**config.mk**
```make
export PLATFORM = sky130hd
export DESIGN_NAME = frame_animation_sequencer
export DESIGN_NICKNAME = d
export VERILOG_FILES = /design/src/hdl/fas_pkg.sv /design/src/hdl/fas_ram.sv /design/src/hdl/frame_animation_sequencer.sv
export VERILOG_INCLUDE_DIRS = /design/src /design/src/hdl
export SDC_FILE = /design/constraint.sdc
export NUM_CORES = 1
export LEC_CHECK = 0
export BUFFER_PORTS_ARGS = -buffer_cell sky130_fd_sc_hd__buf_2
export CORE_UTILIZATION = 56
export CTS_BUF_LIST = sky130_fd_sc_hd__clkbuf_16
export CTS_CLUSTER_SIZE = 8
export DETAILED_ROUTE_END_ITERATION = 6
export PLACE_DENSITY_LB_ADDON = 0.15
export SLEW_MARGIN = 20
export SYNTH_ARGS = -nofsm -noshare
export SYNTH_HDL_FRONTEND = slang
export SYNTH_SLANG_ARGS = --single-unit
```
**constraint.sdc**
```tcl
create_clock -name clk -period 8.47 [get_ports clk]
set_input_delay 0.4235 -clock clk [delete_from_list [all_inputs] [get_ports clk]]
set_output_delay 0.4235 -clock clk [all_outputs]
set_load 0.005 [all_outputs]
```
**src/hdl/frame_animation_sequencer_assert.svh**
```systemverilog
// ----------------------------------------------------------------------------
// Frame animation sequencer assertion macros
// Implication checks on clk, disabled while rst_n is low.
// ----------------------------------------------------------------------------
`ifndef FRAME_ANIMATION_SEQUENCER_ASSERT_SVH
`define FRAME_ANIMATION_SEQUENCER_ASSERT_SVH

`ifndef SYNTH

`define FAS_ASSERT_IMP(lbl, ante, cons) \
  lbl: assert property (@(posedge clk) disable iff (!rst_n) (ante) |-> (cons)) \
    else $error("frame sequencer check failed");

`define FAS_ASSERT_NXT(lbl, ante, cons) \
  lbl: assert property (@(posedge clk) disable iff (!rst_n) (ante) |=> (cons)) \
    else $error("frame sequencer check failed");

`else

`define FAS_ASSERT_IMP(lbl, ante, cons)

`define FAS_ASSERT_NXT(lbl, ante, cons)

`endif

`endif

```
**src/hdl/fas_pkg.sv**
```systemverilog
// ----------------------------------------------------------------------------
// Frame animation sequencer package
// Request, status and mode codes, field widths and the request/result layouts.
// ----------------------------------------------------------------------------
`default_nettype none

package fas_pkg;

  localparam int MAX_FRAMES  = 16;
  localparam int DW          = 32;
  localparam int FW          = 5;
  localparam int IN_TDATA_W  = 72;
  localparam int OUT_TDATA_W = 48;

  localparam logic [2:0] REQ_ADVANCE = 3'd0;
  localparam logic [2:0] REQ_RESTART = 3'd1;
  localparam logic [2:0] REQ_PAUSE   = 3'd2;
  localparam logic [2:0] REQ_WRITE   = 3'd3;
  localparam logic [2:0] REQ_START   = 3'd4;
  localparam logic [2:0] REQ_STOP    = 3'd5;

  localparam logic [1:0] ST_OK        = 2'd0;
  localparam logic [1:0] ST_INVALID   = 2'd1;
  localparam logic [1:0] ST_NOT_READY = 2'd2;

  localparam logic [1:0] MODE_ONCE = 2'd0;
  localparam logic [1:0] MODE_LOOP = 2'd1;
  localparam logic [1:0] MODE_PP   = 2'd2;

  localparam logic CFG_MODE  = 1'b0;
  localparam logic CFG_TOTAL = 1'b1;

  typedef struct packed {
    logic [31:0] slot_duration;
    logic [3:0]  slot;
    logic        pause_flag;
    logic [31:0] step_ms;
  } fas_req_t;

  typedef struct packed {
    logic        reverse;
    logic        paused_now;
    logic        finished;
    logic [31:0] frame_elapsed;
    logic [3:0]  frame_num;
    logic [1:0]  status;
  } fas_result_t;

endpackage

`default_nettype wire

```
**src/hdl/fas_ram.sv**
```systemverilog
// ----------------------------------------------------------------------------
// Generic RAM
// One write port, one read port with registered read data.
// ----------------------------------------------------------------------------
`default_nettype none

module fas_ram #(
  parameter int WIDTH = 32,
  parameter int DEPTH = 16,
  parameter int AW    = (DEPTH > 1) ? $clog2(DEPTH) : 1
) (
  input  wire logic             clk,
  input  wire logic             we,
  input  wire logic [AW-1:0]    waddr,
  input  wire logic [WIDTH-1:0] wdata,
  input  wire logic [AW-1:0]    raddr,
  output logic      [WIDTH-1:0] rdata
);

  logic [WIDTH-1:0] mem [DEPTH];

  always_ff @(posedge clk) begin
    if (we) begin
      mem[waddr] <= wdata;
    end
    rdata <= mem[raddr];
  end

endmodule

`default_nettype wire

```
**src/hdl/frame_animation_sequencer.sv**
```systemverilog
// ----------------------------------------------------------------------------
// Frame animation sequencer
// Once, loop and ping-pong frame sequencing over a table of frame durations,
// one shared add/subtract unit under a small sequencer.
// ----------------------------------------------------------------------------
// Start reads and sums every frame duration. Advance runs a bit-serial modulo
// in loop and ping-pong, then walks each frame boundary crossed, and adds to the
// elapsed time when the step ends inside a frame. One request at a time;
// in_tready is low until the result is registered, longer while out_tready is low.
// Synchronous reset stops the sequence; the duration table keeps its contents.
// ----------------------------------------------------------------------------
`default_nettype none
`include "frame_animation_sequencer_assert.svh"

module frame_animation_sequencer (
  input  wire logic                             clk,
  input  wire logic                             rst_n,
  input  wire logic                             in_tvalid,
  output logic                                  in_tready,
  // step_ms, pause_flag, slot, slot_duration, zero pad
  input  wire logic [fas_pkg::IN_TDATA_W-1:0]   in_tdata,
  // req_type
  input  wire logic [2:0]                       in_tuser,
  output logic                                  out_tvalid,
  input  wire logic                             out_tready,
  // status, frame_num, frame_elapsed, finished, paused_now, reverse, zero pad
  output logic      [fas_pkg::OUT_TDATA_W-1:0]  out_tdata,
  input  wire logic                             cfg_we,
  input  wire logic                             cfg_addr,
  input  wire logic [4:0]                       cfg_wdata
);

  import fas_pkg::*;

  localparam int AW = (MAX_FRAMES > 1) ? $clog2(MAX_FRAMES) : 1;
  localparam int CW = DW + $clog2(2 * MAX_FRAMES);
  localparam int AL = CW + 1;
  localparam int RW = $bits(fas_req_t);
  localparam int OW = $bits(fas_result_t);

  localparam logic [3:0] S_IDLE   = 4'd0;
  localparam logic [3:0] S_ST_RD  = 4'd1;
  localparam logic [3:0] S_ST_ACC = 4'd2;
  localparam logic [3:0] S_MOD    = 4'd3;
  localparam logic [3:0] S_WK_RD  = 4'd4;
  localparam logic [3:0] S_WK_REM = 4'd5;
  localparam logic [3:0] S_WK_CMP = 4'd6;
  localparam logic [3:0] S_WK_ADD = 4'd7;
  localparam logic [3:0] S_DONE   = 4'd8;

  fas_req_t    req;
  logic        accept;
  logic        slot_ok;
  logic        ram_we;
  logic [AW-1:0] ram_raddr;
  logic [DW-1:0] rdata;

  logic [3:0]    state_r,     state_nxt;
  logic [FW-1:0] idx_r,       idx_nxt;
  logic [CW-1:0] sum_r,       sum_nxt;
  logic [CW-1:0] cyc_r,       cyc_nxt;
  logic [CW-1:0] rem_r,       rem_nxt;
  logic [DW-1:0] dlt_r,       dlt_nxt;
  logic [4:0]    bit_r,       bit_nxt;
  logic [DW-1:0] remf_r,      remf_nxt;
  logic [DW-1:0] dur_r,       dur_nxt;
  logic [FW-1:0] frame_r,     frame_nxt;
  logic [DW-1:0] el_r,        el_nxt;
  logic          bwd_r,       bwd_nxt;
  logic          pause_r,     pause_nxt;
  logic          done_r,      done_nxt;
  logic          ready_r,     ready_nxt;
  logic [1:0]    run_mode_r,  run_mode_nxt;
  logic [FW-1:0] run_count_r, run_count_nxt;
  logic [1:0]    mode_cfg_r;
  logic [FW-1:0] total_cfg_r;
  logic [1:0]    status_r,    status_nxt;
  logic          out_valid_r, out_valid_nxt;
  fas_result_t   out_res_r,   out_res_nxt;

  logic [AL-1:0] alu_a;
  logic [AL-1:0] alu_b;
  logic          alu_sub;
  logic [AL:0]   alu_res;
  logic          alu_borrow;
  logic          interior;
  logic [CW-1:0] mod_rem;
  logic [FW:0]   frame_inc;
  logic [FW:0]   frame_inc2;
  logic [FW-1:0] frame_dec;

  assign req       = fas_req_t'(in_tdata[RW-1:0]);
  assign in_tready = (state_r == S_IDLE);
  assign accept    = in_tvalid && in_tready;
  assign slot_ok   = (32'(req.slot) < 32'(MAX_FRAMES));
  assign ram_we    = accept && (in_tuser == REQ_WRITE) && slot_ok;
  assign ram_raddr = (state_r == S_ST_RD) ? AW'(idx_r) : AW'(frame_r);

  assign out_tvalid = out_valid_r;
  assign out_tdata  = {(OUT_TDATA_W - OW)'(0), out_res_r};

  fas_ram #(
    .WIDTH (DW),
    .DEPTH (MAX_FRAMES)
  ) u_dur_ram (
    .clk   (clk),
    .we    (ram_we),
    .waddr (AW'(req.slot)),
    .wdata (req.slot_duration),
    .raddr (ram_raddr),
    .rdata (rdata)
  );

  // ping-pong interior frames count twice in the cycle length
  assign interior = (mode_cfg_r == MODE_PP) && (idx_r != '0) &&
                    (idx_r != total_cfg_r - FW'(1));

  // shared add/subtract unit
  always_comb begin
    alu_a   = '0;
    alu_b   = '0;
    alu_sub = 1'b0;
    case (state_r)
      S_ST_ACC: begin
        alu_a = AL'(sum_r);
        alu_b = interior ? AL'({rdata, 1'b0}) : AL'(rdata);
      end
      S_MOD: begin
        alu_a   = {rem_r, dlt_r[DW-1]};
        alu_b   = AL'(cyc_r);
        alu_sub = 1'b1;
      end
      S_WK_REM: begin
        alu_a   = AL'(rdata);
        alu_b   = AL'(el_r);
        alu_sub = 1'b1;
      end
      S_WK_CMP: begin
        alu_a   = AL'(dlt_r);
        alu_b   = AL'(remf_r);
        alu_sub = 1'b1;
      end
      S_WK_ADD: begin
        alu_a = AL'(el_r);
        alu_b = AL'(dlt_r);
      end
      default: begin
        alu_a = '0;
      end
    endcase
    alu_res = alu_sub ? ({1'b0, alu_a} - {1'b0, alu_b}) : ({1'b0, alu_a} + {1'b0, alu_b});
  end

  assign alu_borrow = alu_sub && alu_res[AL];
  assign mod_rem    = alu_borrow ? alu_a[CW-1:0] : alu_res[CW-1:0];
  assign frame_inc  = {1'b0, frame_r} + (FW+1)'(1);
  assign frame_inc2 = {1'b0, frame_r} + (FW+1)'(2);
  assign frame_dec  = (frame_r != '0) ? frame_r - FW'(1) : '0;

  always_comb begin
    logic stop_walk;
    stop_walk     = 1'b0;
    state_nxt     = state_r;
    idx_nxt       = idx_r;
    sum_nxt       = sum_r;
    cyc_nxt       = cyc_r;
    rem_nxt       = rem_r;
    dlt_nxt       = dlt_r;
    bit_nxt       = bit_r;
    remf_nxt      = remf_r;
    dur_nxt       = dur_r;
    frame_nxt     = frame_r;
    el_nxt        = el_r;
    bwd_nxt       = bwd_r;
    pause_nxt     = pause_r;
    done_nxt      = done_r;
    ready_nxt     = ready_r;
    run_mode_nxt  = run_mode_r;
    run_count_nxt = run_count_r;
    status_nxt    = status_r;
    out_valid_nxt = out_valid_r;
    out_res_nxt   = out_res_r;

    if (out_valid_r && out_tready) begin
      out_valid_nxt = 1'b0;
    end

    case (state_r)
      S_IDLE: begin
        if (accept) begin
          status_nxt = ST_OK;
          state_nxt  = S_DONE;
          case (in_tuser)
            REQ_ADVANCE: begin
              if (!ready_r) begin
                status_nxt = ST_NOT_READY;
              end else if (!pause_r && !done_r && (req.step_ms != '0)) begin
                dlt_nxt = req.step_ms;
                if (run_mode_r != MODE_ONCE) begin
                  rem_nxt   = '0;
                  bit_nxt   = '0;
                  state_nxt = S_MOD;
                end else begin
                  state_nxt = S_WK_RD;
                end
              end
            end
            REQ_RESTART: begin
              if (!ready_r) begin
                status_nxt = ST_NOT_READY;
              end else begin
                frame_nxt = '0;
                el_nxt    = '0;
                bwd_nxt   = 1'b0;
                pause_nxt = 1'b0;
                done_nxt  = 1'b0;
              end
            end
            REQ_PAUSE: begin
              if (!ready_r) begin
                status_nxt = ST_NOT_READY;
              end else begin
                pause_nxt = req.pause_flag;
              end
            end
            REQ_WRITE: begin
              if (slot_ok) begin
                ready_nxt = 1'b0;
              end else begin
                status_nxt = ST_INVALID;
              end
            end
            REQ_START: begin
              if ((mode_cfg_r != MODE_ONCE && mode_cfg_r != MODE_LOOP &&
                   mode_cfg_r != MODE_PP) || (total_cfg_r == '0) ||
                  (32'(total_cfg_r) > 32'(MAX_FRAMES))) begin
                status_nxt = ST_INVALID;
              end else begin
                idx_nxt   = '0;
                sum_nxt   = '0;
                state_nxt = S_ST_RD;
              end
            end
            REQ_STOP: begin
              cyc_nxt       = '0;
              frame_nxt     = '0;
              el_nxt        = '0;
              bwd_nxt       = 1'b0;
              pause_nxt     = 1'b0;
              done_nxt      = 1'b0;
              ready_nxt     = 1'b0;
              run_mode_nxt  = MODE_ONCE;
              run_count_nxt = '0;
            end
            default: begin
              status_nxt = ST_INVALID;
            end
          endcase
        end
      end
      S_ST_RD: begin
        state_nxt = S_ST_ACC;
      end
      S_ST_ACC: begin
        if (rdata == '0) begin
          status_nxt = ST_INVALID;
          state_nxt  = S_DONE;
        end else if (idx_r == total_cfg_r - FW'(1)) begin
          cyc_nxt       = alu_res[CW-1:0];
          run_mode_nxt  = mode_cfg_r;
          run_count_nxt = total_cfg_r;
          frame_nxt     = '0;
          el_nxt        = '0;
          bwd_nxt       = 1'b0;
          pause_nxt     = 1'b0;
          done_nxt      = 1'b0;
          ready_nxt     = 1'b1;
          state_nxt     = S_DONE;
        end else begin
          sum_nxt   = alu_res[CW-1:0];
          idx_nxt   = idx_r + FW'(1);
          state_nxt = S_ST_RD;
        end
      end
      S_MOD: begin
        // restoring remainder, one delta bit per cycle
        rem_nxt = mod_rem;
        dlt_nxt = {dlt_r[DW-2:0], 1'b0};
        bit_nxt = bit_r + 5'd1;
        if (bit_r == 5'(DW - 1)) begin
          dlt_nxt   = mod_rem[DW-1:0];
          state_nxt = (mod_rem == '0) ? S_DONE : S_WK_RD;
        end
      end
      S_WK_RD: begin
        state_nxt = S_WK_REM;
      end
      S_WK_REM: begin
        dur_nxt   = rdata;
        remf_nxt  = alu_borrow ? '0 : alu_res[DW-1:0];
        state_nxt = S_WK_CMP;
      end
      S_WK_CMP: begin
        if (alu_borrow) begin
          state_nxt = S_WK_ADD;
        end else begin
          dlt_nxt = alu_res[DW-1:0];
          el_nxt  = '0;
          case (run_mode_r)
            MODE_ONCE: begin
              if (frame_inc < {1'b0, run_count_r}) begin
                frame_nxt = frame_inc[FW-1:0];
              end else begin
                el_nxt    = dur_r;
                done_nxt  = 1'b1;
                stop_walk = 1'b1;
              end
            end
            MODE_LOOP: begin
              frame_nxt = (frame_inc == {1'b0, run_count_r}) ? '0 : frame_inc[FW-1:0];
            end
            default: begin
              if (run_count_r <= FW'(1)) begin
                frame_nxt = '0;
              end else if (!bwd_r) begin
                frame_nxt = frame_inc[FW-1:0];
                if (frame_inc2 == {1'b0, run_count_r}) begin
                  bwd_nxt = 1'b1;
                end
              end else begin
                frame_nxt = frame_dec;
                if (frame_dec == '0) begin
                  bwd_nxt = 1'b0;
                end
              end
            end
          endcase
          state_nxt = (stop_walk || (alu_res[DW-1:0] == '0)) ? S_DONE : S_WK_RD;
        end
      end
      S_WK_ADD: begin
        el_nxt    = alu_res[DW-1:0];
        state_nxt = S_DONE;
      end
      S_DONE: begin
        if (!out_valid_r || out_tready) begin
          out_valid_nxt             = 1'b1;
          out_res_nxt.status        = status_r;
          out_res_nxt.frame_num     = frame_r[3:0];
          out_res_nxt.frame_elapsed = el_r;
          out_res_nxt.finished      = done_r;
          out_res_nxt.paused_now    = pause_r;
          out_res_nxt.reverse       = bwd_r;
          state_nxt                 = S_IDLE;
        end
      end
      default: begin
        state_nxt = S_IDLE;
      end
    endcase
  end

  always_ff @(posedge clk) begin
    if (!rst_n) begin
      state_r     <= S_IDLE;
      cyc_r       <= '0;
      frame_r     <= '0;
      el_r        <= '0;
      bwd_r       <= 1'b0;
      pause_r     <= 1'b0;
      done_r      <= 1'b0;
      ready_r     <= 1'b0;
      run_mode_r  <= MODE_ONCE;
      run_count_r <= '0;
      mode_cfg_r  <= MODE_ONCE;
      total_cfg_r <= FW'(1);
      out_valid_r <= 1'b0;
    end else begin
      state_r     <= state_nxt;
      cyc_r       <= cyc_nxt;
      frame_r     <= frame_nxt;
      el_r        <= el_nxt;
      bwd_r       <= bwd_nxt;
      pause_r     <= pause_nxt;
      done_r      <= done_nxt;
      ready_r     <= ready_nxt;
      run_mode_r  <= run_mode_nxt;
      run_count_r <= run_count_nxt;
      out_valid_r <= out_valid_nxt;
      if (cfg_we) begin
        case (cfg_addr)
          CFG_MODE:  mode_cfg_r  <= cfg_wdata[1:0];
          CFG_TOTAL: total_cfg_r <= cfg_wdata;
          default:   mode_cfg_r  <= mode_cfg_r;
        endcase
      end
    end
  end

  always_ff @(posedge clk) begin
    idx_nxt_hold: begin
      idx_r     <= idx_nxt;
      sum_r     <= sum_nxt;
      rem_r     <= rem_nxt;
      dlt_r     <= dlt_nxt;
      bit_r     <= bit_nxt;
      remf_r    <= remf_nxt;
      dur_r     <= dur_nxt;
      status_r  <= status_nxt;
      out_res_r <= out_res_nxt;
    end
  end

  `FAS_ASSERT_IMP(a_ready_has_run, ready_r, (run_count_r != '0) && (cyc_r != '0))
  `FAS_ASSERT_IMP(a_frame_in_run, ready_r, frame_r < run_count_r)
  `FAS_ASSERT_IMP(a_done_once_only, done_r, run_mode_r == MODE_ONCE)
  `FAS_ASSERT_IMP(a_bwd_pp_only, bwd_r, run_mode_r == MODE_PP)
  `FAS_ASSERT_NXT(a_mod_nonzero, state_r == S_MOD, (state_r != S_MOD) || (cyc_r != '0))

endmodule

`default_nettype wire
```
==> summary.txt <==
Outcome
  – Run status: completed

Yosys
  – Distinct cells, synth: 99
  – Most used DFF post-synth: edfxtp_1
  – Top cells by area, synth: edfxtp_1, mux4_2, dfxtp_1
  – Area share of the largest cell type after synthesis: 55.2%
  – Syn Area/Cell: 13.0 sq um
  – Register area share after synthesis: 61.7%
  – Synthesized area: 40,000 sq um
  – Leading post-synthesis cells by instance count: edfxtp_1, nor2_1, nand2_1
  – Synth warn: 0
  – Post-Syn Instances: 3,085
  – Number of synthesized register bits: 864
  – Ys async rst share: 0%
  – Post-synth EDFFs: 735
  – Yosys top cell by area: edfxtp_1
  – Top-count cell post-synth: edfxtp_1

Setup path
  – Worst setup SP type: register
  – WP data required: 9.02 ns
  – Crit. End Element: register
  – Most frequent cell on the critical path: ha_1
  – Crit-path max FO: 36
  – Worst Path Arrival: 8.19 ns
  – Slowest cell delay on critical path: 0.52 ns
  – CP max-delay cell: nor4_4
  – Setup CP Type: register to register

Run
  – Max Cap Viol: 0

STA
  – Clk_skew: 0.0618 ns
  – Final hold vios: 0
  – Maximum clock rate: 0.131 GHz
  – Final setup fails: 0
  – Slew @ Worst Pin: 1.11 ns
  – RSZ-0062 raised after global routing: false
  – Setup TNS: 0 ns
  – Min cycle time layout: 7.65 ns
  – Fin Hold WS: 0.0588 ns
  – Max_slew headroom: 25.7%
  – Slew Limit Fails: 0
  – Tcrit/Tclk final: 90.3%

Cells and area
  – Seq. cell area: 24,700 sq um
  – Layout cell share with drive strength beyond 1: 17.3%
  – Multi-input logic area: 14,600 sq um
  – Fillers: 5,210
  – Nets: 3,389
  – Final core occ: 64.9%
  – Fin cells: 4,290
  – Final instance area: 45,700 sq um
  – Area Overhead vs Synth: 14.3%

Routing
  – Routed vias: 28.9k
  – DRT iter0 DRCs: 4,031
  – Routed Antenna Nets: 0
  – DR WL/cell: 29.6 um
  – Drc violations: 0
  – Routed vias/inst: 6.75
  – Pre-Repair DR Iteration Count: 7
  – Routed WL: 127,000 um

Clock tree
  – Root buf cell: clkbuf_16
  – CTS max path bufs: 3
  – Clock slew at reported path FFs: 0.05 ns
  – CTS resizes: 0
  – Clock Latency Late Sink: 0.71 ns
  – Post-CTS Setup Bufs: 0
  – H-tree levels: 3
  – CTS Buf Count: 117
  – CTS tree: done
  – Clock Sinks: 864

Die
  – Width of the die: 269 um
  – Die Footprint: 72,500 sq um
  – Core Area: 70,400 sq um
  – Cell row count: 97
  – Top Ports: 136
  – Initial Util: 56.8%
  – Die height: 269 um

Place
  – Placed cells: 4,059
  – IO Port Bufs: 125
  – Dpl cell area: 42,100 sq um
  – Detailed placement HPWL: 81,300 um
  – Gpl congestion: 1.04

Min path
  – Worst hold path class: input port to register

Pwr
  – Pwr dens: 225 nW/um^2
  – VDD IR-drop max: 0.247 mV
  – Lkg Pwr: 0.0162 uW

GRT
  – Largest net degree at the start of global routing: 78
  – Overflow after GRT: 0
  – Initial antenna violation count: 6
  – First-pass GRT wire length: 186,000 um
  – Vias in the first global route: 28.6k
  – All-Layer GR Usage: 34.7%
-- critical path, delay by kind of cell (launching register included) --
kind | cells | cell delay (ns)
xor gates and xnor gates | 1 | 0.20
adders and majority gates | 3 | 0.82
DFF | 1 | 0.42
and+or+nand+nor | 9 | 2.01
buffers and inverters | 4 | 0.96
muxes | 1 | 0.22
AOI/OAI and AO/OA | 12 | 2.86
-- where the power goes --
part	switching, uW	internal (uW)	total [uW]
combinational	830	396	1230
sequential	74.5	4700	4770
clock	1810	2480	4290
-- stage by stage --
step	setup slack [ns]	total power, uW
3_3_place_gp	1.05	6000
5_1_grt	0.321	10600
3_5_place_dp	0.958	6020
4_1_cts	0.922	10300
6_report	0.824	10300
2_1_floorplan	0.551	5480
-- final timing paths --
| check | end | from | cells after the start | slack, ns |
|---|---|---|---|---|
| setup reg to reg | el_r[2]$_SDFFE_PN0P_ | total_cfg_r[0]$_SDFFE_PN1P_ | 30 | 0.82 |
| hold reg to reg | out_tdata[0]$_DFFE_PP_ | status_r[0]$_SDFFCE_PP1P_ | 0 | 0.42 |
| hold / removal | dlt_r[3]$_DFFE_PP_ | in_tdata[3] | 3 | 0.06 |
| setup / recovery | el_r[2]$_SDFFE_PN0P_ | total_cfg_r[0]$_SDFFE_PN1P_ | 30 | 0.82 |
-- kinds of logic (layout without fill, tap and decap cells) --
kind of cell / Yosys count / after routing / share of synthesized area, %
fa+ha+maj: 56 / 56 / 1.77
compound gates: 726 / 726 / 12.6
mux: 184 / 184 / 8.71
flops: 864 / 864 / 61.7
other cells: 1 / 12 / 0.00938
xor+xnor: 76 / 76 / 1.67
simple gates: 922 / 922 / 10.8
buf+inv: 256 / 510 / 2.72
-- timing repair --
item,4_1_cts,5_1_grt
endpoints found under the setup margin,0,0
endpoints found under the hold margin,8,0
hold buffers,8,0
-- registers in the layout, summed over array words and instances (netlist names), 2 cells and up --
name and cells:
bit_r 5, cyc_r 37, dlt_r 32, dur_r 32
el_r 32, frame_r 5, idx_r 5, mode_cfg_r 2
out_tdata 41, rem_r 37, remf_r 32, run_count_r 5
run_mode_r 2, state_r 4, status_r 2, sum_r 37
total_cfg_r 5, u_dur_ram.mem 512, u_dur_ram.rdata 32
-- per-layer routing --
metal	vias up	wire length [um]	GRT usage, %
met3	404	12300	7.14
met5	-	16	0
li1	12300	-	-
met4	2	7070	18.4
met1	14400	47800	44.9
met2	1821	59800	55.5
-- cell usage in the layout, fill, tap and decap left out, types with 55 or more instances in the layout --
master	count
buf_4	100
clkbuf_16	117
nor2_1	285
o21ai_0	81
a22oi_1	69
nand2_1	271
buf_2	125
and2_1	71
inv_1	142
ha_1	55
mux4_2	130
a211oi_1	80
dfxtp_1	127
a21oi_1	175
nand3_1	70
edfxtp_1	735
-- area by class of cell --
type                    count  area share [%]
repair buffers            241            3.55
clock buffers             117            6.41
diodes                      5          0.0274
inverters                  52           0.427
flip-flops and latches    864            54.0
well taps                 940            2.57
clock inverters           100            1.18
multi-input cells        1971            31.9
Note: power is estimated with default switching activity, not from simulation.
